$ cat config.mk
export PLATFORM = sky130hd
export DESIGN_NAME = coprocessor_interface_strided_dma_core
export DESIGN_NICKNAME = d
export VERILOG_FILES = /design/src/rtl/core/cidma_pkg.sv /design/src/rtl/core/cidma_in_stage.sv /design/src/rtl/core/cidma_engine.sv /design/src/rtl/core/cidma_out_stage.sv /design/src/rtl/core/coprocessor_interface_strided_dma_core.sv
export SDC_FILE = /design/constraint.sdc
export NUM_CORES = 1
export LEC_CHECK = 0
export ABC_CLOCK_PERIOD_IN_PS = 11700
export BUFFER_PORTS_ARGS = -buffer_cell sky130_fd_sc_hd__clkbuf_2
export CAP_MARGIN = 0
export CELL_PAD_IN_SITES_DETAIL_PLACEMENT = 1
export CELL_PAD_IN_SITES_GLOBAL_PLACEMENT = 1
export CORE_MARGIN = 1.5
export CORE_UTILIZATION = 45
export CTS_BUF_LIST = sky130_fd_sc_hd__clkbuf_8 sky130_fd_sc_hd__clkbuf_16
export CTS_CLUSTER_SIZE = 25
export DETAILED_ROUTE_END_ITERATION = 10
export PLACE_DENSITY = 0.91
export SYNTH_ARGS = -nofsm -noshare
export SYNTH_HDL_FRONTEND = slang
export SYNTH_SLANG_ARGS = --single-unit
export TNS_END_PERCENT = 50
$ cat constraint.sdc
create_clock -name aclk -period 11.7 [get_ports aclk]
set_input_delay 0.585 -clock aclk [delete_from_list [all_inputs] [get_ports aclk]]
set_output_delay 0.585 -clock aclk [all_outputs]
set_load 0.01 [all_outputs]
$ cat src/rtl/core/cidma_pkg.sv
package cidma_pkg;

    // default sizes, handed to the top level parameters
    localparam int LOCAL_WORDS_DEF    = 512;
    localparam int SIGNAL_COUNT_DEF   = 8;
    localparam int MAIN_ADDR_BITS_DEF = 21;

    // item operations
    typedef enum logic [1:0] {
        OP_READ  = 2'd0,
        OP_WRITE = 2'd1,
        OP_BREAK = 2'd2,
        OP_TICK  = 2'd3
    } op_t;

    // register map
    localparam logic [3:0] REG_LOCAL_ADDR = 4'd0;
    localparam logic [3:0] REG_MAIN_ADDR  = 4'd1;
    localparam logic [3:0] REG_TO_LOCAL   = 4'd2;
    localparam logic [3:0] REG_TO_MAIN    = 4'd3;
    localparam logic [3:0] REG_STATUS     = 4'd4;
    localparam logic [3:0] REG_DMA_FULL   = 4'd5;
    localparam logic [3:0] REG_DMA_BUSY   = 4'd6;
    localparam logic [3:0] REG_SEMAPHORE  = 4'd7;
    localparam logic [3:0] REG_PC         = 4'd8;

    // set/clear pair codes in the status write word
    localparam logic [1:0] PAIR_CLEAR = 2'b01;
    localparam logic [1:0] PAIR_SET   = 2'b10;

    // row length field reported once a transfer is done
    localparam logic [8:0] LEN_DONE_BEATS = 9'h1FF;

    // one bus/tick item
    typedef struct packed {
        op_t         op;
        logic [3:0]  idx;
        logic [31:0] data;
    } item_t;

    // length register: only the bits kept by the write mask
    typedef struct packed {
        logic [8:0] skip;   // bits 31:23
        logic [7:0] rows;   // bits 19:12
        logic [8:0] beats;  // bits 11:3
    } len_t;

    // one result item
    typedef struct packed {
        logic [31:0] read_data;
        logic        beat_valid;
        logic        beat_to_main;
        logic        beat_instr_mem;
        logic [8:0]  beat_local_index;
        logic [20:0] beat_main_word;
        logic        beat_last;
        logic        irq_raise;
        logic        irq_clear;
        logic        pc_write_valid;
        logic [31:0] pc_value;
        logic        halted;
    } result_t;

    function automatic len_t len_from_word(input logic [31:0] w);
        len_t l;
        l.skip  = w[31:23];
        l.rows  = w[19:12];
        l.beats = w[11:3];
        return l;
    endfunction

    function automatic logic [31:0] len_to_word(input len_t l);
        return {l.skip, 3'b000, l.rows, l.beats, 3'b000};
    endfunction

    // set/clear pair: both or neither leaves the bit alone
    function automatic logic pair_update(input logic cur, input logic [1:0] sel);
        logic r;
        unique case (sel)
            PAIR_CLEAR: r = 1'b0;
            PAIR_SET:   r = 1'b1;
            default:    r = cur;
        endcase
        return r;
    endfunction

endpackage

$ cat src/rtl/core/cidma_in_stage.sv
module cidma_in_stage (
    input  logic              aclk,
    input  logic              aresetn,
    input  logic              s_valid,
    output logic              s_ready,
    input  cidma_pkg::item_t  s_item,
    output logic              item_valid,
    output cidma_pkg::item_t  item,
    input  logic              item_take
);

    logic             valid_reg;
    logic             valid_next;
    cidma_pkg::item_t item_reg;

    // room when empty or when the held beat leaves this cycle
    assign s_ready    = !valid_reg || item_take;
    assign valid_next = (s_valid && s_ready) || (valid_reg && !item_take);

    always_ff @(posedge aclk) begin
        if (!aresetn) begin
            valid_reg <= 1'b0;
        end else begin
            valid_reg <= valid_next;
        end
    end

    // payload capture
    always_ff @(posedge aclk) begin
        if (s_valid && s_ready) begin
            item_reg <= s_item;
        end
    end

    assign item_valid = valid_reg;
    assign item       = item_reg;

endmodule

$ cat src/rtl/core/cidma_engine.sv
module cidma_engine #(
    parameter int LOCAL_WORDS    = cidma_pkg::LOCAL_WORDS_DEF,
    parameter int SIGNAL_COUNT   = cidma_pkg::SIGNAL_COUNT_DEF,
    parameter int MAIN_ADDR_BITS = cidma_pkg::MAIN_ADDR_BITS_DEF
) (
    input  logic                aclk,
    input  logic                aresetn,
    input  logic                item_valid,
    input  cidma_pkg::item_t    item,
    output logic                item_take,
    input  logic                res_ready,
    output logic                res_valid,
    output cidma_pkg::result_t  res
);

    localparam int LW = $clog2(LOCAL_WORDS);
    localparam int MA = MAIN_ADDR_BITS;
    localparam int SC = SIGNAL_COUNT;

    // architectural state
    logic [LW-1:0]   local_addr_reg,    local_addr_next;
    logic            local_instr_reg,   local_instr_next;
    logic [MA-1:0]   main_addr_reg,     main_addr_next;
    cidma_pkg::len_t to_local_len_reg,  to_local_len_next;
    cidma_pkg::len_t to_main_len_reg,   to_main_len_next;
    logic            halted_reg,        halted_next;
    logic            broke_reg,         broke_next;
    logic            single_step_reg,   single_step_next;
    logic            irq_on_break_reg,  irq_on_break_next;
    logic [SC-1:0]   signal_reg,        signal_next;
    logic            semaphore_reg,     semaphore_next;
    logic            dma_active_reg,    dma_active_next;
    logic            dma_to_main_reg,   dma_to_main_next;
    logic [8:0]      beats_left_reg,    beats_left_next;
    logic [7:0]      rows_left_reg,     rows_left_next;
    logic [8:0]      row_reload_reg,    row_reload_next;
    logic [8:0]      row_skip_reg,      row_skip_next;

    logic            fire;
    logic [LW-1:0]   local_inc;
    logic [MA-1:0]   main_inc;
    logic [MA-1:0]   main_skip;
    logic [31:0]     local_wide;
    logic [31:0]     main_wide;
    logic [31:0]     status_word;
    logic [1:0]      sig_sel;
    logic [1:0]      irq_sel;
    cidma_pkg::len_t len_wr;

    assign fire      = item_valid && res_ready;
    assign item_take = fire;
    assign res_valid = fire;

    // address steps of one beat
    assign local_inc  = local_addr_reg + 1'b1;
    assign main_inc   = main_addr_reg + 1'b1;
    assign main_skip  = main_inc + MA'(row_skip_reg);
    assign local_wide = 32'(local_addr_reg);
    assign main_wide  = 32'(main_addr_reg);
    assign len_wr     = cidma_pkg::len_from_word(item.data);
    assign irq_sel    = item.data[4:3];

    assign status_word = 32'(halted_reg)
                       | (32'(broke_reg) << 1)
                       | (32'(dma_active_reg) << 2)
                       | (32'(single_step_reg) << 5)
                       | (32'(irq_on_break_reg) << 6)
                       | (32'(signal_reg) << 7);

    // next state and result
    always_comb begin
        local_addr_next   = local_addr_reg;
        local_instr_next  = local_instr_reg;
        main_addr_next    = main_addr_reg;
        to_local_len_next = to_local_len_reg;
        to_main_len_next  = to_main_len_reg;
        halted_next       = halted_reg;
        broke_next        = broke_reg;
        single_step_next  = single_step_reg;
        irq_on_break_next = irq_on_break_reg;
        signal_next       = signal_reg;
        semaphore_next    = semaphore_reg;
        dma_active_next   = dma_active_reg;
        dma_to_main_next  = dma_to_main_reg;
        beats_left_next   = beats_left_reg;
        rows_left_next    = rows_left_reg;
        row_reload_next   = row_reload_reg;
        row_skip_next     = row_skip_reg;
        sig_sel           = 2'b00;
        res               = '0;

        if (fire) begin
            unique case (item.op)
                cidma_pkg::OP_READ: begin
                    unique case (item.idx)
                        cidma_pkg::REG_LOCAL_ADDR:
                            res.read_data = (local_wide << 3) | (32'(local_instr_reg) << 12);
                        cidma_pkg::REG_MAIN_ADDR:
                            res.read_data = main_wide << 3;
                        cidma_pkg::REG_TO_LOCAL:
                            res.read_data = cidma_pkg::len_to_word(to_local_len_reg);
                        cidma_pkg::REG_TO_MAIN:
                            res.read_data = cidma_pkg::len_to_word(to_main_len_reg);
                        cidma_pkg::REG_STATUS:
                            res.read_data = status_word;
                        cidma_pkg::REG_DMA_BUSY:
                            res.read_data = 32'(dma_active_reg);
                        cidma_pkg::REG_SEMAPHORE: begin
                            res.read_data  = 32'(semaphore_reg);
                            semaphore_next = 1'b1;
                        end
                        default: res.read_data = '0;
                    endcase
                end

                cidma_pkg::OP_WRITE: begin
                    unique case (item.idx)
                        cidma_pkg::REG_LOCAL_ADDR: begin
                            local_addr_next  = LW'(32'(item.data[11:3]));
                            local_instr_next = item.data[12];
                        end
                        cidma_pkg::REG_MAIN_ADDR:
                            main_addr_next = item.data[MA+2:3];
                        cidma_pkg::REG_TO_LOCAL, cidma_pkg::REG_TO_MAIN: begin
                            // length writes start a transfer, ignored while busy
                            if (!dma_active_reg) begin
                                if (item.idx == cidma_pkg::REG_TO_MAIN) begin
                                    to_main_len_next = len_wr;
                                    dma_to_main_next = 1'b1;
                                end else begin
                                    to_local_len_next = len_wr;
                                    dma_to_main_next  = 1'b0;
                                end
                                dma_active_next = 1'b1;
                                beats_left_next = len_wr.beats;
                                row_reload_next = len_wr.beats;
                                rows_left_next  = len_wr.rows;
                                row_skip_next   = len_wr.skip;
                            end
                        end
                        cidma_pkg::REG_STATUS: begin
                            halted_next = cidma_pkg::pair_update(halted_reg, item.data[1:0]);
                            if (item.data[2]) begin
                                broke_next = 1'b0;
                            end
                            res.irq_clear = (irq_sel == cidma_pkg::PAIR_CLEAR);
                            res.irq_raise = (irq_sel == cidma_pkg::PAIR_SET);
                            single_step_next =
                                cidma_pkg::pair_update(single_step_reg, item.data[6:5]);
                            irq_on_break_next =
                                cidma_pkg::pair_update(irq_on_break_reg, item.data[8:7]);
                            for (int s = 0; s < SC; s++) begin
                                sig_sel        = item.data[9 + 2*s +: 2];
                                signal_next[s] = cidma_pkg::pair_update(signal_reg[s], sig_sel);
                            end
                        end
                        cidma_pkg::REG_SEMAPHORE:
                            semaphore_next = item.data[0];
                        cidma_pkg::REG_PC: begin
                            res.pc_write_valid = 1'b1;
                            res.pc_value       = item.data;
                        end
                        default: ;
                    endcase
                end

                cidma_pkg::OP_BREAK: begin
                    halted_next   = 1'b1;
                    broke_next    = 1'b1;
                    res.irq_raise = irq_on_break_reg;
                end

                cidma_pkg::OP_TICK: begin
                    // one beat per tick while a transfer runs
                    if (dma_active_reg) begin
                        res.beat_valid       = 1'b1;
                        res.beat_to_main     = dma_to_main_reg;
                        res.beat_instr_mem   = local_instr_reg;
                        res.beat_local_index = local_wide[8:0];
                        res.beat_main_word   = main_wide[20:0];
                        local_addr_next      = local_inc;
                        main_addr_next       = main_inc;
                        if (beats_left_reg == '0) begin
                            if (rows_left_reg == '0) begin
                                // end of transfer
                                res.beat_last   = 1'b1;
                                dma_active_next = 1'b0;
                                if (dma_to_main_reg) begin
                                    to_main_len_next.rows  = '0;
                                    to_main_len_next.beats = cidma_pkg::LEN_DONE_BEATS;
                                end else begin
                                    to_local_len_next.rows  = '0;
                                    to_local_len_next.beats = cidma_pkg::LEN_DONE_BEATS;
                                end
                            end else begin
                                // next row, skip over the gap in main memory
                                rows_left_next  = rows_left_reg - 1'b1;
                                beats_left_next = row_reload_reg;
                                main_addr_next  = main_skip;
                            end
                        end else begin
                            beats_left_next = beats_left_reg - 1'b1;
                        end
                    end
                end

                default: ;
            endcase
            res.halted = halted_next;
        end
    end

    always_ff @(posedge aclk) begin
        if (!aresetn) begin
            local_addr_reg   <= '0;
            local_instr_reg  <= 1'b0;
            main_addr_reg    <= '0;
            to_local_len_reg <= '0;
            to_main_len_reg  <= '0;
            halted_reg       <= 1'b1;
            broke_reg        <= 1'b0;
            single_step_reg  <= 1'b0;
            irq_on_break_reg <= 1'b0;
            signal_reg       <= '0;
            semaphore_reg    <= 1'b0;
            dma_active_reg   <= 1'b0;
            dma_to_main_reg  <= 1'b0;
            beats_left_reg   <= '0;
            rows_left_reg    <= '0;
            row_reload_reg   <= '0;
            row_skip_reg     <= '0;
        end else begin
            local_addr_reg   <= local_addr_next;
            local_instr_reg  <= local_instr_next;
            main_addr_reg    <= main_addr_next;
            to_local_len_reg <= to_local_len_next;
            to_main_len_reg  <= to_main_len_next;
            halted_reg       <= halted_next;
            broke_reg        <= broke_next;
            single_step_reg  <= single_step_next;
            irq_on_break_reg <= irq_on_break_next;
            signal_reg       <= signal_next;
            semaphore_reg    <= semaphore_next;
            dma_active_reg   <= dma_active_next;
            dma_to_main_reg  <= dma_to_main_next;
            beats_left_reg   <= beats_left_next;
            rows_left_reg    <= rows_left_next;
            row_reload_reg   <= row_reload_next;
            row_skip_reg     <= row_skip_next;
        end
    end

endmodule

$ cat src/rtl/core/cidma_out_stage.sv
module cidma_out_stage (
    input  logic                aclk,
    input  logic                aresetn,
    input  logic                res_valid,
    output logic                res_ready,
    input  cidma_pkg::result_t  res,
    output logic                m_valid,
    input  logic                m_ready,
    output cidma_pkg::result_t  m_res
);

    logic               valid_reg;
    logic               valid_next;
    cidma_pkg::result_t res_reg;

    // a new result may enter when empty or when the held one is taken
    assign res_ready  = !valid_reg || m_ready;
    assign valid_next = res_valid || (valid_reg && !m_ready);

    always_ff @(posedge aclk) begin
        if (!aresetn) begin
            valid_reg <= 1'b0;
        end else begin
            valid_reg <= valid_next;
        end
    end

    // payload capture
    always_ff @(posedge aclk) begin
        if (res_valid) begin
            res_reg <= res;
        end
    end

    assign m_valid = valid_reg;
    assign m_res   = res_reg;

endmodule

$ cat src/rtl/core/coprocessor_interface_strided_dma_core.sv
// Register front of a coprocessor interface with a strided DMA engine.
// Input channel (s_valid/s_ready): one beat per bus read, bus write, break
// event or DMA tick, selected by s_operation; s_reg_index picks one of the
// nine registers, s_write_data carries write data.
// Result channel (m_valid/m_ready): exactly one beat per input beat, in
// order, with the read value, the DMA beat issued by a tick, interrupt
// pulses, a forwarded PC write and the halted flag after the item.
// Path: an input beat once accepted sits in the input register; its result
// is computed from it and registered in the result register, where m_valid
// rises and the receiver can take it.
// Throughput: one item per cycle while m_ready is high; all per-item work
// is a single pass of logic between the input and result registers.
// Stalls: when m_ready is low the result register holds and the input
// register can still take one more beat; s_ready falls only when both
// are full.
// Reset (aresetn low, synchronous): both stages empty, the block halted,
// no transfer running, all other address, length and flag registers zero.
module coprocessor_interface_strided_dma_core #(
    parameter int LOCAL_WORDS    = cidma_pkg::LOCAL_WORDS_DEF,
    parameter int SIGNAL_COUNT   = cidma_pkg::SIGNAL_COUNT_DEF,
    parameter int MAIN_ADDR_BITS = cidma_pkg::MAIN_ADDR_BITS_DEF
) (
    input  logic        aclk,
    input  logic        aresetn,
    input  logic        s_valid,
    output logic        s_ready,
    input  logic [1:0]  s_operation,
    input  logic [3:0]  s_reg_index,
    input  logic [31:0] s_write_data,
    output logic        m_valid,
    input  logic        m_ready,
    output logic [31:0] m_read_data,
    output logic        m_beat_valid,
    output logic        m_beat_to_main,
    output logic        m_beat_instr_mem,
    output logic [8:0]  m_beat_local_index,
    output logic [20:0] m_beat_main_word,
    output logic        m_beat_last,
    output logic        m_irq_raise,
    output logic        m_irq_clear,
    output logic        m_pc_write_valid,
    output logic [31:0] m_pc_value,
    output logic        m_halted
);

    cidma_pkg::item_t   s_item;
    cidma_pkg::item_t   item;
    logic               item_valid;
    logic               item_take;
    cidma_pkg::result_t res;
    logic               res_valid;
    logic               res_ready;
    cidma_pkg::result_t m_res;

    assign s_item.op   = cidma_pkg::op_t'(s_operation);
    assign s_item.idx  = s_reg_index;
    assign s_item.data = s_write_data;

    cidma_in_stage u_in_stage (
        .aclk       (aclk),
        .aresetn    (aresetn),
        .s_valid    (s_valid),
        .s_ready    (s_ready),
        .s_item     (s_item),
        .item_valid (item_valid),
        .item       (item),
        .item_take  (item_take)
    );

    cidma_engine #(
        .LOCAL_WORDS    (LOCAL_WORDS),
        .SIGNAL_COUNT   (SIGNAL_COUNT),
        .MAIN_ADDR_BITS (MAIN_ADDR_BITS)
    ) u_engine (
        .aclk       (aclk),
        .aresetn    (aresetn),
        .item_valid (item_valid),
        .item       (item),
        .item_take  (item_take),
        .res_ready  (res_ready),
        .res_valid  (res_valid),
        .res        (res)
    );

    cidma_out_stage u_out_stage (
        .aclk      (aclk),
        .aresetn   (aresetn),
        .res_valid (res_valid),
        .res_ready (res_ready),
        .res       (res),
        .m_valid   (m_valid),
        .m_ready   (m_ready),
        .m_res     (m_res)
    );

    // result fields to ports
    assign m_read_data        = m_res.read_data;
    assign m_beat_valid       = m_res.beat_valid;
    assign m_beat_to_main     = m_res.beat_to_main;
    assign m_beat_instr_mem   = m_res.beat_instr_mem;
    assign m_beat_local_index = m_res.beat_local_index;
    assign m_beat_main_word   = m_res.beat_main_word;
    assign m_beat_last        = m_res.beat_last;
    assign m_irq_raise        = m_res.irq_raise;
    assign m_irq_clear        = m_res.irq_clear;
    assign m_pc_write_valid   = m_res.pc_write_valid;
    assign m_pc_value         = m_res.pc_value;
    assign m_halted           = m_res.halted;

endmodule

# --- After elaboration in Yosys (flattened, before gate mapping) ---
# Cells that the tools add are included.
totals:
  out_inout_bits: 104
  regBits: 275
classes:
  n_eq_ne: 51
  muxes: 68
  n_reduce_logical: 57
  bitwise: 8
  addsub: 5
op_table:
  columns: ["op", "n"]
  rows:
  - ["$mux W17", 14]
  - ["$pmux W32 S7", 1]
  - ["$mux W21", 4]
  - ["$pmux W17 S2", 2]
  - ["$mux W9", 7]
  - ["$reduce_and A4 Y1", 15]
  - ["$pmux W21 S2", 1]
  - ["$mux W8", 5]
  - ["$pmux W9 S2", 2]
  - ["$mux W34", 1]
  - ["$mux W33", 1]
  - ["$or A32 B15 Y32", 1]
  - ["$or A32 B3 Y32", 1]
  - ["$or A32 B6 Y32", 1]
  - ["$or A32 B7 Y32", 1]
  - ["$pmux W1 S2", 16]
  - ["$eq A2 B2 Y1 const B", 14]
  - ["$eq A2 B1 Y1 const B", 13]
  - ["$reduce_bool A2 Y1", 13]
  - ["$add A21 B1 Y21 const B", 1]
  - ["$add A21 B9 Y21", 1]
  - ["$ne A2 B2 Y1 const B", 10]
  - ["$reduce_and A9 Y1", 2]
  - ["$pmux W8 S2", 1]
  - ["27 further kinds", 61]

# --- Depth between registers and ports, before layout ---
logic_depth:
  ltp_word: 6
  depth_mapped: 13
  mapped_depth_nobuf: 11

# --- By module ---
# A second synthesis with hierarchy kept.
unflattened:
  cells_unflattened: 1293
  hier_area_um2: 13173.9
modules_own_cells:
  columns: ["mod", "instances", "cells_each", "area_per_inst_um2"]
  rows:
  - ["cidma_engine", 1, 1144, 8863.5]
  - ["cidma_out_stage", 1, 106, 3111.7]
  - ["cidma_in_stage", 1, 43, 1198.6]

# --- Worst setup path after synthesis ---
# No wires, ideal clock.
synth_timing:
  path_type: "input -> register"
  from: "input port m_ready"
  to: "register u_engine.rows_left_reg[5]"
  setup_slack_ps: 7156
  stages: 6
  path_buffers: 1
  t_arrival_ps: 4428
  path_cell_list: "nor2b_1 nand2b_1 clkinv_1 clkbuf_1 a31oi_1 a311oi_1"
synth_between:
  elab_chain_cells: 3
synth_rtl:
  columns: ["item", "line", "rtl"]
  rows:
  - ["from (decl)", "coprocessor_interface_strided_dma_core.sv:31", "input logic m_ready,"]
  - ["$logic_or A1 B1 Y1", "cidma_out_stage.sv:17", "assign res_ready = !valid_reg || m_ready;"]
  - ["$logic_and A1 B1 Y1", "cidma_engine.sv:50", "assign fire = item_valid && res_ready;"]
  - ["via item_take", "coprocessor_interface_strided_dma_core.sv:49", "logic item_take;"]
  - ["$reduce_and A7 Y1 (no line)", null, null]
  - ["to (signal assigned)", "cidma_engine.sv:247", "rows_left_reg <= rows_left_next;"]
  - ["to (decl)", "cidma_engine.sv:35", "logic [7:0] rows_left_reg, rows_left_next;"]
# The timed path passes the listed nets, and every way through them passes these cells.
# A chain may end at the register's enable or synchronous reset.

# --- Worst setup path in the final report ---
layout_timing:
  from: "register u_out_stage.valid_reg, in the netlist u_out_stage.m_valid"
  to: "register u_engine.to_local_len_reg[18] (netlist bit)"
layout_between:
  elab_chain_cells: 4
layout_rtl:
  columns: ["item", "line", "rtl"]
  rows:
  - ["from (decl)", "cidma_out_stage.sv:12", "logic valid_reg;"]
  - ["from (signal assigned)", "cidma_out_stage.sv:24", "valid_reg <= valid_next;"]
  - ["$logic_not A1 Y1", "cidma_out_stage.sv:17", null]
  - ["$logic_or A1 B1 Y1", "cidma_out_stage.sv:17", null]
  - ["$logic_and A1 B1 Y1", "cidma_engine.sv:50", null]
  - ["$reduce_and A5 Y1 (no line)", null, null]
  - ["to (signal assigned)", "cidma_engine.sv:236", "to_local_len_reg <= to_local_len_next;"]
  - ["to (decl)", "cidma_engine.sv:24", "cidma_pkg::len_t to_local_len_reg, to_local_len_next;"]
# No other way between the ends.

==> results.cfg <==
[floorplan]
die_height_um = 172
floorplan.die_area_um2 = 29700
die_width_um = 172
cell_rows = 61
core_area_um2 = 28000
initial_cell_density_of_the_core_pct = 46.1
top_level_ports = 146

[logic_synthesis]
post_synth.cell_area_avg_um2 = 10.1
synth.area.top_cells = sky130_fd_sc_hd__edfxtp_1 33%, sky130_fd_sc_hd__dfxtp_1 21%, sky130_fd_sc_hd__nor2_1 5.0%
synth.ff_latch_count = 275
synth_cells = 1284
mappedNetlistNets = 1357
seq_area_frac_synth_pct = 53.5
synth-edff-count = 140
synth_commonest_cells = 172 x sky130_fd_sc_hd__nor2_1, 140 x sky130_fd_sc_hd__edfxtp_1, 135 x sky130_fd_sc_hd__dfxtp_1
synthDistinctLibCells = 79
yosysTopAreaCell = sky130_fd_sc_hd__edfxtp_1
async_reset_ff_share_pct = 0
syn-cell-area_um2 = 12900
synth_flop_cell = sky130_fd_sc_hd__edfxtp_1
yosysWarnings = 0
synth_top_area_share_pct = 32.6
synth_most_common_cell = sky130_fd_sc_hd__nor2_1

[routing]
iter_0_drt_violations = 972
vias_per_cell = 6.03
wl_um = 40600
dr.pass1.iters = 5
drc_errors = 0
wl_per_cell_um = 22.7
antenna_violating_nets_remaining = 0
detailroute.via_count = 10800

[run]
timing.max_cap.violations = 0

[global_route]
grt_overflow_total = 0
first_global_vias = 11200
busiest_layer = met2
met2_usage_pct = 47.2
pin_count_of_the_biggest_net_entering_global_routing = 77
grt_util_all_layers_pct = 27.4
grt_antenna_before_repair = 0
grt_use_met1_pct = 33.8
grt_first_pass_wirelength_um = 62500
use_met3_pct = 4.01

[power]
p_leak_nw = 5.38
irDropWorstVdd_mv = 0.109
power.density_nw_per_um2 = 141
total_power_mw = 2.07

[hold_path]
hold_path_class = primary input to register

[clock_tree]
clock_sinks = 275
cts.htree.levels = 1
cts_setup_buffers = 0
clk_latency_ns = 0.57
clk_pin_slew_ns = 0.06
post_cts_resize_count = 0
tritoncts = done
cts.hold.buffers_added = 0
cts_root_buf = sky130_fd_sc_hd__clkbuf_16
max-clock-path-buffers = 3
cts_bufs_inserted = 30

[timing]
timing_hold_violations_final = 0
slew_violations = 0
rsz_0062_raised_after_global_routing = false
worst_slew_margin_rel_pct = 19.6
final.setup_skew_ns = 0.0191
worst_pin_slew_ns = 1.21
achievable-frequency_mhz = 232
fin_crit_sh_pct = 36.9
final_setup_fails = 0
layout_min_cycle_time_ns = 4.31
setup_tns_ns = 0

[place]
detailed_place_hpwl_um = 27200
placement.io_buffers = 145
placed_instances = 1730
gp_congestion = 0.899

[setup_path]
timing.critical_path.required_ns = 12.12
worstSetupStartpointType = register
cpLargestDelayFamily = buffers and inverters
end_kind = register
worst-setup-path-type = register to register
cp_slowest_stage_delay_ns = 0.87
crit_top_cell = sky130_fd_sc_hd__buf_4
critical_path.n_buffers_inverters = 3
cp.arrival_ns = 4.74
timing.critical_path.cells = nor2b_1 > nand2b_1 > inv_4 > buf_4 > nand4_1 > buf_4 > a21oi_1 > mux2i_1 > nor2_1
worstPathMaxFanout = 73
worst_path_max_delay_cell = sky130_fd_sc_hd__a21oi_1

[final_layout]
nets = 1457
largest_register_ffs = 102
fin_util_pct = 52.3
layout-drive-gt1-share_pct = 16.3
final_cell_count_no_fill = 1787
area_delta_synth_final_pct = 13.5

[status]
status = complete, no violations
-- worst reg2reg max path, cell delays in order, from the launching register on --
cell and delay (ns):
sky130_fd_sc_hd__dfxtp_1 0.31, sky130_fd_sc_hd__nor2b_1 0.16, sky130_fd_sc_hd__nand2b_1 0.45, sky130_fd_sc_hd__inv_4 0.66, sky130_fd_sc_hd__buf_4 0.85, sky130_fd_sc_hd__nand4_1 0.24, sky130_fd_sc_hd__buf_4 0.26, sky130_fd_sc_hd__a21oi_1 0.88
sky130_fd_sc_hd__mux2i_1 0.31, sky130_fd_sc_hd__nor2_1 0.06
-- path summary, 6_finish.rpt --
kind	start	to	slack, ns	cells past startpoint
setup / recovery	u_out_stage.m_valid	u_engine.to_local_len_reg[18]	7.39	9
hold / removal	s_write_data[16]	u_in_stage.item[16]	0.19	1
setup reg to reg	u_out_stage.m_valid	u_engine.to_local_len_reg[18]	7.39	9
hold reg to reg	u_engine.row_reload_reg[6]	u_engine.row_reload_reg[6]	0.46	2
-- power by group --
group	switching [mW]	internal (mW)	total, mW
Combinational	0.0888	0.0362	0.125
Sequential	0.0232	1.04	1.06
Clock	0.393	0.491	0.884
-- through the flow --
| step | hold WS, ns | setup slack [ns] | instance area (µm²) |
|---|---|---|---|
| 4_1_cts | 0.185 | 7.48 | 14700 |
| 3_3_place_gp | 0.439 | 7.44 | 13700 |
| 6_report | 0.194 | 7.39 | 14700 |
| 3_5_place_dp | 0.449 | 7.27 | 13700 |
| 5_1_grt | 0.190 | 7.10 | 14700 |
| 2_1_floorplan | 0.432 | 7.16 | 12900 |
-- cell type report --
type                       instances  area, µm²
tap                              378        473
inverter                          38        146
clock buffer                      31        764
clock inverter                    25        145
timing repair buffer             156        808
sequential                       275       6910
fill                            3149      13400
antenna                            1       2.50
multi-input combinational        883       5410
-- metal layers --
| layer | routed length [µm] | up-vias | part of all wire, % |
|---|---|---|---|
| met4 | 1760 | 0 | 4.3 |
| li1 | - | 4824 | - |
| met1 | 16300 | 5325 | 40 |
| met5 | 0 | - | 0 |
| met3 | 2720 | 135 | 6.7 |
| met2 | 19800 | 496 | 49 |
-- cell families (layout without fill, tap and decap cells) --
kind of cell             count (synthesis)  in the layout  synth area share (%)
AND/OR/NAND/NOR                        490            490                  18.4
AO/OA/AOI/OAI                          275            275                  13.9
flip-flops                             275            275                  53.5
buffers and inverters                  126            250                  4.66
multiplexers                            59             59                  4.58
adder cells (fa/ha/maj)                 32             32                  3.15
XOR/XNOR                                27             27                  1.83
other                                    0              1                     0
-- cells in the final DEF (no fill, tap or decap), drive strengths merged, types with 8 or more instances in the layout --
cell type    n
nor3        18
buf         11
clkinv      13
nand4       15
and3        41
a31oi       19
inv         47
dfxtp      135
nor4        13
mux2i       59
nor2b        8
clkbuf     176
nand3       26
a211oi      29
and2        37
xnor2       25
a21oi       87
o211ai       8
or3         10
a221oi      12
nor2       173
nand2      122
o21ai       57
ha          30
edfxtp     140
Note: power is estimated with default switching activity, not from simulation.
